**src/nde_pkg.sv**
```systemverilog
`default_nettype none

package nde_pkg;

  localparam int unsigned PairW  = 8;
  localparam int unsigned DaysW  = 14;
  localparam int unsigned TodW   = 17;
  localparam int unsigned SecW   = 30;
  localparam int unsigned InW    = 104;
  localparam int unsigned OutW   = 32;

  localparam logic [PairW-1:0] EpochYy    = 8'd70;
  localparam logic [PairW-1:0] MaxMonth   = 8'd12;
  localparam logic [PairW-1:0] MaxDay     = 8'd31;
  localparam logic [PairW-1:0] MaxMinSec  = 8'd59;
  localparam logic [PairW-1:0] MaxHour    = 8'd24;
  localparam logic [2:0]       FieldLen   = 3'd6;
  localparam logic [16:0]      SecPerDay  = 17'd86400;

  // decoded two-digit fields
  typedef struct packed {
    logic             ok;
    logic [PairW-1:0] yy;
    logic [PairW-1:0] mon;
    logic [PairW-1:0] day;
    logic [PairW-1:0] hr;
    logic [PairW-1:0] mn;
    logic [PairW-1:0] sc;
  } dec_t;

  typedef struct packed {
    logic             ok;
    logic [DaysW-1:0] days;
    logic [TodW-1:0]  tod;
  } days_t;

  typedef struct packed {
    logic             ok;
    logic [SecW-1:0]  prod;
    logic [TodW-1:0]  tod;
  } prod_t;

  // days from 1970-01-01 to Jan 1 of 1900+yy, zero before 1970
  function automatic logic [DaysW-1:0] year_days(input logic [PairW-1:0] yy);
    logic [PairW-1:0] span;
    logic [PairW-1:0] leaps;
    logic [23:0]      acc;
    span  = yy - EpochYy;
    leaps = ((yy - 8'd1) >> 2) - 8'd17;
    acc   = 24'(span) * 24'd365 + 24'(leaps);
    if (yy < EpochYy) begin
      return '0;
    end
    return acc[DaysW-1:0];
  endfunction

  // days in the months before the given one, non-leap year
  function automatic logic [8:0] month_days(input logic [PairW-1:0] mon);
    logic [8:0] r;
    case (mon)
      8'd1:    r = 9'd0;
      8'd2:    r = 9'd31;
      8'd3:    r = 9'd59;
      8'd4:    r = 9'd90;
      8'd5:    r = 9'd120;
      8'd6:    r = 9'd151;
      8'd7:    r = 9'd181;
      8'd8:    r = 9'd212;
      8'd9:    r = 9'd243;
      8'd10:   r = 9'd273;
      8'd11:   r = 9'd304;
      8'd12:   r = 9'd334;
      default: r = 9'd0;
    endcase
    return r;
  endfunction

endpackage

`default_nettype wire

```
**src/nde_decode.sv**
```systemverilog
`default_nettype none

module nde_decode (
  input  wire logic               clk_i,
  input  wire logic               rst_ni,
  input  wire logic               en_i,
  input  wire logic               valid_i,
  input  wire logic [47:0]        date_chars_i,
  input  wire logic [2:0]         date_len_i,
  input  wire logic [47:0]        time_chars_i,
  input  wire logic [2:0]         time_len_i,
  output logic                    valid_o,
  output nde_pkg::dec_t           dec_o
);
  import nde_pkg::*;

  logic  valid_q;
  dec_t  dec_d, dec_q;
  logic [11:0] digit_ok;
  logic [47:0] chars [2];

  assign chars[0] = date_chars_i;
  assign chars[1] = time_chars_i;

  always_comb begin
    for (int s = 0; s < 2; s++) begin
      for (int b = 0; b < 6; b++) begin
        digit_ok[s*6+b] = (chars[s][8*b+7 -: 4] == 4'h3) && (chars[s][8*b+3 -: 4] <= 4'd9);
      end
    end
  end

  function automatic logic [PairW-1:0] pair(input logic [15:0] two);
    return PairW'(two[11:8]) * 8'd10 + PairW'(two[3:0]);
  endfunction

  always_comb begin
    dec_d.ok  = (date_len_i == FieldLen) && (time_len_i == FieldLen) && (&digit_ok);
    dec_d.yy  = pair(date_chars_i[47:32]);
    dec_d.mon = pair(date_chars_i[31:16]);
    dec_d.day = pair(date_chars_i[15:0]);
    dec_d.hr  = pair(time_chars_i[47:32]);
    dec_d.mn  = pair(time_chars_i[31:16]);
    dec_d.sc  = pair(time_chars_i[15:0]);
  end

  always_ff @(posedge clk_i or negedge rst_ni) begin
    if (!rst_ni) begin
      valid_q <= 1'b0;
    end else if (en_i) begin
      valid_q <= valid_i;
    end
  end

  always_ff @(posedge clk_i) begin
    if (en_i) begin
      dec_q <= dec_d;
    end
  end

  assign valid_o = valid_q;
  assign dec_o   = dec_q;

endmodule

`default_nettype wire

```
**src/nde_days.sv**
```systemverilog
`default_nettype none

module nde_days (
  input  wire logic               clk_i,
  input  wire logic               rst_ni,
  input  wire logic               en_i,
  input  wire logic               valid_i,
  input  wire nde_pkg::dec_t      dec_i,
  output logic                    valid_o,
  output nde_pkg::days_t          days_o
);
  import nde_pkg::*;

  logic        valid_q;
  days_t       days_d, days_q;
  logic        in_range;
  logic        hr_wrap;
  logic        leap_adj;
  logic [PairW-1:0] hr_eff;

  always_comb begin
    in_range = (dec_i.mon >= 8'd1) && (dec_i.mon <= MaxMonth) &&
               (dec_i.day >= 8'd1) && (dec_i.day <= MaxDay) &&
               (dec_i.mn <= MaxMinSec) && (dec_i.sc <= MaxMinSec) &&
               (dec_i.hr <= MaxHour);
    hr_wrap  = (dec_i.hr == MaxHour);
    hr_eff   = hr_wrap ? '0 : dec_i.hr;
    leap_adj = (dec_i.yy[1:0] == 2'b00) && (dec_i.mon > 8'd2);
    days_d.ok   = dec_i.ok && in_range;
    days_d.days = year_days(dec_i.yy) + DaysW'(month_days(dec_i.mon)) +
                  DaysW'(leap_adj) + DaysW'(dec_i.day) - DaysW'(1) + DaysW'(hr_wrap);
    days_d.tod  = TodW'(hr_eff) * 17'd3600 + TodW'(dec_i.mn) * 17'd60 + TodW'(dec_i.sc);
  end

  always_ff @(posedge clk_i or negedge rst_ni) begin
    if (!rst_ni) begin
      valid_q <= 1'b0;
    end else if (en_i) begin
      valid_q <= valid_i;
    end
  end

  always_ff @(posedge clk_i) begin
    if (en_i) begin
      days_q <= days_d;
    end
  end

  assign valid_o = valid_q;
  assign days_o  = days_q;

endmodule

`default_nettype wire

```
**src/nde_scale.sv**
```systemverilog
`default_nettype none

module nde_scale (
  input  wire logic               clk_i,
  input  wire logic               rst_ni,
  input  wire logic               en_i,
  input  wire logic               valid_i,
  input  wire nde_pkg::days_t     days_i,
  output logic                    valid_o,
  output logic                    ok_o,
  output logic [nde_pkg::SecW-1:0] seconds_o
);
  import nde_pkg::*;

  logic        mul_valid_q, out_valid_q;
  prod_t       prod_d, prod_q;
  logic [30:0] full_prod;
  logic [SecW-1:0] sum_d, sum_q;
  logic        ok_q;

  // stage 3: scale days to seconds
  always_comb begin
    full_prod   = 31'(days_i.days) * 31'(SecPerDay);
    prod_d.ok   = days_i.ok;
    prod_d.prod = full_prod[SecW-1:0];
    prod_d.tod  = days_i.tod;
  end

  // stage 4: add time of day, zero a failed item
  always_comb begin
    sum_d = prod_q.prod + SecW'(prod_q.tod);
    if (!prod_q.ok) begin
      sum_d = '0;
    end
  end

  always_ff @(posedge clk_i or negedge rst_ni) begin
    if (!rst_ni) begin
      mul_valid_q <= 1'b0;
      out_valid_q <= 1'b0;
    end else if (en_i) begin
      mul_valid_q <= valid_i;
      out_valid_q <= mul_valid_q;
    end
  end

  always_ff @(posedge clk_i) begin
    if (en_i) begin
      prod_q <= prod_d;
      sum_q  <= sum_d;
      ok_q   <= prod_q.ok;
    end
  end

  assign valid_o   = out_valid_q;
  assign ok_o      = ok_q;
  assign seconds_o = sum_q;

endmodule

`default_nettype wire

```
**src/nntp_date_to_epoch_seconds.sv**
```systemverilog
// Converts a yymmdd date and an hhmmss time, each six ASCII digits with a
// length, to seconds since 1970-01-01 00:00 (year 1900+yy, every fourth year
// leap, hour 24 rolls into the next day). A bad length, non-digit or field out
// of range yields valid_res 0 and seconds 0. The block is a four-stage pipeline
// (digit decode, day count, multiply by 86400, add time of day and output
// register): one item per cycle unless the output stalls. All stages advance
// together whenever the output register is empty or taken, so s_axis_tready
// follows m_axis_tready while the output holds.
`default_nettype none

module nntp_date_to_epoch_seconds (
  input  wire logic         clk_i,
  input  wire logic         rst_ni,
  input  wire logic         s_axis_tvalid,
  output logic              s_axis_tready,
  // [47:0] date_chars, [50:48] date_len, [98:51] time_chars, [101:99] time_len
  input  wire logic [103:0] s_axis_tdata,
  output logic              m_axis_tvalid,
  input  wire logic         m_axis_tready,
  // [0] valid_res, [30:1] epoch_seconds
  output logic [31:0]       m_axis_tdata
);
  import nde_pkg::*;

  logic        en;
  logic        v1, v2, v3;
  dec_t        dec;
  days_t       days;
  logic        ok;
  logic [SecW-1:0] seconds;

  // advance the whole pipe unless a result waits unaccepted
  assign en            = !m_axis_tvalid || m_axis_tready;
  assign s_axis_tready = en;

  nde_decode u_decode (
    .clk_i        (clk_i),
    .rst_ni       (rst_ni),
    .en_i         (en),
    .valid_i      (s_axis_tvalid),
    .date_chars_i (s_axis_tdata[47:0]),
    .date_len_i   (s_axis_tdata[50:48]),
    .time_chars_i (s_axis_tdata[98:51]),
    .time_len_i   (s_axis_tdata[101:99]),
    .valid_o      (v1),
    .dec_o        (dec)
  );

  nde_days u_days (
    .clk_i   (clk_i),
    .rst_ni  (rst_ni),
    .en_i    (en),
    .valid_i (v1),
    .dec_i   (dec),
    .valid_o (v2),
    .days_o  (days)
  );

  nde_scale u_scale (
    .clk_i     (clk_i),
    .rst_ni    (rst_ni),
    .en_i      (en),
    .valid_i   (v2),
    .days_i    (days),
    .valid_o   (v3),
    .ok_o      (ok),
    .seconds_o (seconds)
  );

  assign m_axis_tvalid = v3;
  assign m_axis_tdata  = {1'b0, seconds, ok};

  // a failed item carries zero seconds
  assert property (@(posedge clk_i) disable iff (!rst_ni)
    m_axis_tvalid && !ok |-> seconds == '0)
    else $error("invalid result with nonzero seconds");

  // results never exceed 991231 245959, one hour past the end of 1999
  assert property (@(posedge clk_i) disable iff (!rst_ni)
    m_axis_tvalid |-> seconds <= 30'd946688399)
    else $error("seconds out of range");

  // an accepted item lands in the decode stage
  assert property (@(posedge clk_i) disable iff (!rst_ni)
    s_axis_tvalid && s_axis_tready |=> v1)
    else $error("accepted item lost in decode stage");

  // a stalled output blocks the input side
  assert property (@(posedge clk_i) disable iff (!rst_ni)
    m_axis_tvalid && !m_axis_tready |-> !s_axis_tready)
    else $error("input taken during output stall");

endmodule

`default_nettype wire

```
**config.mk**
```make
export PLATFORM = sky130hd
export DESIGN_NAME = nntp_date_to_epoch_seconds
export DESIGN_NICKNAME = d
export VERILOG_FILES = /design/src/nde_pkg.sv /design/src/nde_decode.sv /design/src/nde_days.sv /design/src/nde_scale.sv /design/src/nntp_date_to_epoch_seconds.sv
export SDC_FILE = /design/constraint.sdc
export NUM_CORES = 1
export LEC_CHECK = 0
export ABC_AREA = 1
export ABC_CLOCK_PERIOD_IN_PS = 16200
export BUFFER_PORTS_ARGS = -buffer_cell sky130_fd_sc_hd__buf_2
export CAP_MARGIN = 20
export CORE_MARGIN = 4
export CORE_UTILIZATION = 30
export DETAILED_ROUTE_END_ITERATION = 10
export HOLD_SLACK_MARGIN = 0.06
export SYNTH_ARGS = -nofsm -noshare
export SYNTH_HDL_FRONTEND = slang
export SYNTH_SLANG_ARGS = --single-unit
export TNS_END_PERCENT = 20
```
**constraint.sdc**
```tcl
create_clock -name clk_i -period 16.2 [get_ports clk_i]
set_input_delay 0 -clock clk_i [delete_from_list [all_inputs] [get_ports clk_i]]
set_output_delay 0 -clock clk_i [all_outputs]
set_load 0.02 [all_outputs]
```
==> Word level (Yosys, flattened, before mapping) <==
Memory sizes are Yosys's and may differ from the RTL's. A register that Yosys moved wholly into a read port is not among the register bits.
Cells that the tools add are included.
{ "word_totals": {"ff_bits": 157, "romBits": 144, "in_bits": 108, "output_inout_bits": 34, "n_memories": 1} }
{ "memory_table": {"columns": ["memory", "depth", "word_bits", "read_ports", "rd_ports_with_merged_regs", "wr", "line_no", "rtl"], "rows": [
  ["(no name shown)", 16, 9, 1, 1, 0, "nde_pkg.sv:60", "case (mon)"]
]} }
{ "classes": {"addsub": 18, "multipliers": 10, "n_lt_le_gt_ge": 21, "n_eq_ne": 15, "mux": 6, "n_reduce_logical": 27} }
{ "ops": {"columns": ["operator", "n"], "rows": [
  ["$add A8 B4 Y8", 6],
  ["$eq A4 B2 Y1 const B", 12],
  ["$le A4 B4 Y1 const B", 12],
  ["$mul A4 B3 Y7 const B", 6],
  ["$add A30 B17 Y30", 1],
  ["$add A14 B1 Y14", 2],
  ["$add A14 B8 Y14", 2],
  ["$mux W14", 2],
  ["$mul A14 B10 Y23 const B", 1],
  ["$logic_and A1 B1 Y1", 22],
  ["$add A17 B14 Y17", 1],
  ["$add A17 B8 Y17", 1],
  ["$ge A8 B1 Y1 const B", 2],
  ["$le A8 B5 Y1 const B", 2],
  ["$le A8 B6 Y1 const B", 2],
  ["$add A14 B9 Y14", 1],
  ["$mul A8 B9 Y14 const B", 1],
  ["$sub A14 B1 Y14 const B", 1],
  ["$mul A8 B8 Y13 const B", 1],
  ["$mul A8 B4 Y12 const B", 1],
  ["$reduce_and A12 Y1", 1],
  ["$mux W9", 1],
  ["$eq A8 B5 Y1 const B", 1],
  ["$gt A8 B2 Y1 const B", 1],
  ["13 further kinds", 14]
]} }

==> Longest topological paths before layout <==
{ "depth": {"word_depth": 9, "ltp_mapped": 37, "mapped_depth_nobuf": 37} }

==> Modules after synthesis <==
Synthesis repeated with hierarchy kept, for this count alone.
{ "hier_totals": {"cells_unflattened": 1820, "hier_area_um2": 16144.2} }
{ "by_module_without_submodules": {"columns": ["module", "instances", "cells_per_inst", "area_each_um2", "seq_area_each_um2"], "rows": [
  ["nde_days", 1, 803, 6745.2, 985.9],
  ["nde_scale", 1, 694, 6025.8, 2212.1],
  ["nde_decode", 1, 318, 3347.0, 1496.4],
  ["nntp_date_to_epoch_seconds", 1, 5, 26.3, 0.0]
]} }

==> Least setup slack after synthesis <==
OpenSTA, ideal clock, no wires.
{ "synth_timing": {"kind": "register to register", "from": "reg u_decode.dec_q, in the netlist u_decode.dec_o[41]", "to": "reg u_days.days_q, in the netlist u_days.days_o[28], data pin", "setup_time_ns": 0.260, "arrival_time_ns": 6.365, "required_time_ns": 15.940, "path_slack_ns": 9.576, "path_stages_with_launch": 36, "cell_sequence": "edfxtp_1 inv_1 ha_1 nand2_1 nand2_1 xor2_1 ha_1 nand3_1 a21oi_1 inv_2 fa_1 inv_1 fa_1 inv_1 fa_1 fa_1 inv_1 ha_1 nand2_1 inv_1 nand2_1 nand2_1 a21oi_1 inv_1 a21oi_1 o21ai_0 ha_1 inv_1 ha_1 ha_1 a21o_1 a21oi_1 nand2_1 nand2_1 nand2_1 xor2_1"} }
{ "synth_lines": {"columns": ["item", "line_no", "rtl"], "rows": [
  ["start: declaration", "nde_decode.sv:18", "dec_t dec_d, dec_q;"],
  ["start signal: assignment", "nde_decode.sv:57", "dec_q <= dec_d;"],
  ["end signal: assignment", "nde_days.sv:45", "days_q <= days_d;"],
  ["end: declaration", "nde_days.sv:15", "days_t days_d, days_q;"]
]} }

==> report_table.html <==
<table>
<tr><th>Metric</th><th>Value</th></tr>
<tr><th colspan="2">Routing</th></tr>
<tr><td>Vias per std cell</td><td>4.491</td></tr>
<tr><td>Count of antenna-violating nets left after detailed routing</td><td>0</td></tr>
<tr><td>Avg WL per Cell</td><td>around 12 µm</td></tr>
<tr><td>Vias</td><td>about 12000</td></tr>
<tr><td>Drt drc</td><td>0</td></tr>
<tr><td>Overall routed net length</td><td>32.15 mm</td></tr>
<tr><td>First-pass iteration count of the detailed router</td><td>5</td></tr>
<tr><td>DR iter-0 viols</td><td>438</td></tr>
<tr><th colspan="2">Global route</th></tr>
<tr><td>First-pass GRT wire length</td><td>55.53 mm</td></tr>
<tr><td>Via count of the first global-routing pass</td><td>between 10000 and 15000</td></tr>
<tr><td>Overall global routing resource usage</td><td>11.78%</td></tr>
<tr><td>Global-route congestion overflow total</td><td>0</td></tr>
<tr><td>Largest net degree at the start of global routing</td><td>65</td></tr>
<tr><td>Number of antenna violations at the first check in global routing</td><td>0</td></tr>
<tr><th colspan="2">STA</th></tr>
<tr><td>Clock skew after layout</td><td>roughly 8.5 ps</td></tr>
<tr><td>Total of endpoints with negative setup slack in the final report</td><td>0</td></tr>
<tr><td>RSZ-0062 raised after global routing</td><td>no</td></tr>
<tr><td>Maximum clock frequency</td><td>0.1383 GHz</td></tr>
<tr><td>Worst slew pin tran</td><td>just over 800 ps</td></tr>
<tr><td>Post-layout minimum cycle time</td><td>7230 ps</td></tr>
<tr><td>Setup TNS</td><td>0 ps</td></tr>
<tr><td>Max-slew violations</td><td>0</td></tr>
<tr><td>Portion of the clock cycle consumed by the worst path in the final layout</td><td>around 45%</td></tr>
<tr><td>Fin. Hold Viols</td><td>0</td></tr>
<tr><td>Slew Limit Headroom</td><td>44.68%</td></tr>
<tr><th colspan="2">Die</th></tr>
<tr><td>Horiz. Die Dim</td><td>between 200 and 250 µm</td></tr>
<tr><td>Count of standard-cell rows</td><td>83</td></tr>
<tr><td>Area of the placeable core</td><td>0.05172 mm²</td></tr>
<tr><td>Initial Utilization</td><td>30.60%</td></tr>
<tr><td>Num ports</td><td>between 100 and 150</td></tr>
<tr><td>Height of the die</td><td>237.7 µm</td></tr>
<tr><td>DIE AREA</td><td>about 0.056 mm²</td></tr>
<tr><th colspan="2">Synthesis</th></tr>
<tr><td>Async set-reset flop share out of synthesis</td><td>2.410%</td></tr>
<tr><td>Library cell occupying the most area in the post-synthesis netlist</td><td>sky130_fd_sc_hd__edfxtp_1</td></tr>
<tr><td>Post-synthesis average cell area</td><td>9.320 µm²</td></tr>
<tr><td>Flip-flop and latch count after synthesis</td><td>166</td></tr>
<tr><td>Synthesized netlist net count</td><td>2172</td></tr>
<tr><td>Area share of the largest cell type after synthesis</td><td>29.03%</td></tr>
<tr><td>Area contributors post-synth</td><td>sky130_fd_sc_hd__edfxtp_1 29%, sky130_fd_sc_hd__ha_1 22%, sky130_fd_sc_hd__fa_1 12%</td></tr>
<tr><td>Ys flop type</td><td>sky130_fd_sc_hd__edfxtp_1</td></tr>
<tr><td>Number of distinct library cells after synthesis</td><td>57</td></tr>
<tr><td>Sequential share of the synthesized area</td><td>30.80%</td></tr>
<tr><td>Total of warnings raised by yosys</td><td>0</td></tr>
<tr><td>Count of mapped cells out of synthesis</td><td>1698</td></tr>
<tr><td>Post-synthesis instance area</td><td>0.01583 mm²</td></tr>
<tr><td>Count of flip-flops with a built-in enable after synthesis</td><td>153</td></tr>
<tr><th colspan="2">Setup path</th></tr>
<tr><td>Data required time of the critical path</td><td>16410 ps</td></tr>
<tr><td>Class of the most critical setup path</td><td>flip-flop to flip-flop</td></tr>
<tr><td>Element type at the critical path start</td><td>flip-flop</td></tr>
<tr><td>Worst path most repeated cell</td><td>sky130_fd_sc_hd__inv_1</td></tr>
<tr><td>Worst path slowest cell</td><td>sky130_fd_sc_hd__fa_1</td></tr>
<tr><td>Critical path capture point type</td><td>flip-flop</td></tr>
<tr><td>Maximum fanout count along the critical path</td><td>8</td></tr>
<tr><td>Arrival time of data at the critical path endpoint</td><td>7440 ps</td></tr>
<tr><td>Cell depth of the worst flop-to-flop path</td><td>34</td></tr>
<tr><td>Maximum single-stage delay on the critical path</td><td>around 540 ps</td></tr>
<tr><th colspan="2">CTS</th></tr>
<tr><td>Number of hold buffers added after cts</td><td>36</td></tr>
<tr><td>TritonCTS clock tree</td><td>built</td></tr>
<tr><td>TritonCTS Buffers</td><td>17</td></tr>
<tr><td>Sink Count</td><td>166</td></tr>
<tr><td>Gates resized, CTS repair</td><td>0</td></tr>
<tr><td>Library cell used as clock root buffer</td><td>sky130_fd_sc_hd__clkbuf_16</td></tr>
<tr><td>CTS HTree Levels</td><td>4</td></tr>
<tr><td>Maximum buffer depth of the clock tree</td><td>2</td></tr>
<tr><td>Skew-Pair Late Insertion Delay</td><td>450 ps</td></tr>
<tr><td>Post-CTS repair timing setup buffer count</td><td>0</td></tr>
<tr><td>Post-CTS clock slew at the launch and capture registers of the worst setup and hold paths</td><td>70 ps</td></tr>
<tr><th colspan="2">Place</th></tr>
<tr><td>Final HPWL DP</td><td>26.91 mm</td></tr>
<tr><td>Post-place instance area</td><td>roughly 0.017 mm²</td></tr>
<tr><td>IO buf count</td><td>138</td></tr>
<tr><td>Last weighted congestion value of the routability-driven placer</td><td>0.8664</td></tr>
<tr><th colspan="2">Layout</th></tr>
<tr><td>NumNets Final</td><td>2359</td></tr>
<tr><td>Antenna Cells</td><td>0</td></tr>
<tr><td>Area of the multi-input gates</td><td>0.009593 mm²</td></tr>
<tr><td>FILL cells</td><td>around 5300</td></tr>
<tr><td>Area overhead of the layout relative to synthesis</td><td>15.68%</td></tr>
<tr><td>Share of cells above drive strength 1</td><td>10.80%</td></tr>
<tr><td>Final core utilization</td><td>35.40%</td></tr>
<tr><td>Sequential standard cell area</td><td>0.004875 mm²</td></tr>
<tr><td>Post-layout instance area</td><td>0.01831 mm²</td></tr>
<tr><th colspan="2">Flow run</th></tr>
<tr><td>Number of max-capacitance violations reported</td><td>0</td></tr>
<tr><th colspan="2">Min path</th></tr>
<tr><td>Type of the tightest min-delay check</td><td>input port to flip-flop</td></tr>
<tr><td>Hold path depth</td><td>3</td></tr>
<tr><th colspan="2">Status</th></tr>
<tr><td>Status</td><td>finished clean</td></tr>
</table>
stage by stage:
step	hold WS, ps	std cells	setup WS, ps
global route	98.09	2578	8397
finish	93.96	2578	8970
detailed placement	-190.0	2510	8948
CTS	68.29	2578	8909
global placement	-194.1	2510	8982
floorplan	-295.6	1698	9576
kinds of logic after synthesis:
group / Yosys count / share of synthesized area, %
multiplexers: 2 / 0.1423
AO/OA/AOI/OAI: 208 / 7.559
XOR/XNOR: 116 / 6.467
other: 1 / 0.02370
adder cells (fa/ha/maj): 366 / 33.35
AND/OR/NAND/NOR: 479 / 13.03
buffers and inverters: 360 / 8.626
flip-flops: 166 / 30.80
placed cells by master (no fill, tap or decap), types with 73 or more instances in the layout:
master	netlist	final
sky130_fd_sc_hd__inv_1	340	340
sky130_fd_sc_hd__ha_1	273	273
sky130_fd_sc_hd__nand2_1	256	255
sky130_fd_sc_hd__edfxtp_1	153	153
sky130_fd_sc_hd__buf_2	1	138
sky130_fd_sc_hd__fa_1	93	93
sky130_fd_sc_hd__nor2_1	89	89
sky130_fd_sc_hd__a21oi_1	82	82
sky130_fd_sc_hd__xor2_1	75	75
sky130_fd_sc_hd__nand3_1	73	73
cells in the mapped netlist (all sizes together) (25+ instances only):
library cell,number
nor2,90
xnor2,41
a21oi,86
fa,93
nand2,258
edfxtp,153
xor2,75
ha,273
o21ai,76
nand3,74
nand4,25
inv,349
layer usage:
| layer | up-vias | track usage (%) | part of all wire [%] |
|---|---|---|---|
| li1 | 5965 | - | - |
| met3 | 30 | 2.251 | 4.1 |
| met2 | 224 | 19.95 | 47 |
| met1 | 5360 | 15.55 | 48 |
| met5 | - | 0 | 0 |
| met4 | 0 | 2.919 | 1.5 |
critical path, delay by kind of cell, from the launching register on:
| family | cells | cell delay (ps) |
|---|---|---|
| AOI/OAI and AO/OA | 6 | 880 |
| xor gates and xnor gates | 1 | 240 |
| adders and majority gates | 10 | 3840 |
| buffers and inverters | 9 | 710 |
| DFF | 1 | 490 |
| and+or+nand+nor | 8 | 810 |
final timing paths:
kind                                    start                  end  slack [ps]
setup / recovery           u_decode.dec_o[41]    u_days.days_o[30]        8970
hold / removal                s_axis_tdata[3]   u_decode.dec_o[27]          90
setup reg to reg           u_decode.dec_o[41]    u_days.days_o[30]        8970
hold reg to reg              u_days.days_o[2]    u_scale.prod_q[2]         420
max in group asynchronous              rst_ni     u_decode.valid_o       15600
min in group asynchronous              rst_ni  u_scale.mul_valid_q         440
area by class of cell:
type,count,share of cell area [%]
well taps,680,4.648
flip-flops and latches,166,26.63
clock inverters,14,0.8954
repair buffers,178,5.905
clock buffers,18,2.344
inverters,350,7.177
multi-input cells,1172,52.40
state kept, by name, indices dropped and copies added (netlist names), named ones only:
signal,flops
u_decode.dec_o,49
u_scale.prod_q,41
u_days.days_o,32
u_scale.seconds_o,30
u_days.valid_o,1
u_decode.valid_o,1
u_scale.mul_valid_q,1
u_scale.ok_o,1
u_scale.valid_o,1
Power is left out: the tool's default activity adds up to more than one toggle a clock period on the data nets, which glitch-free logic cannot reach.
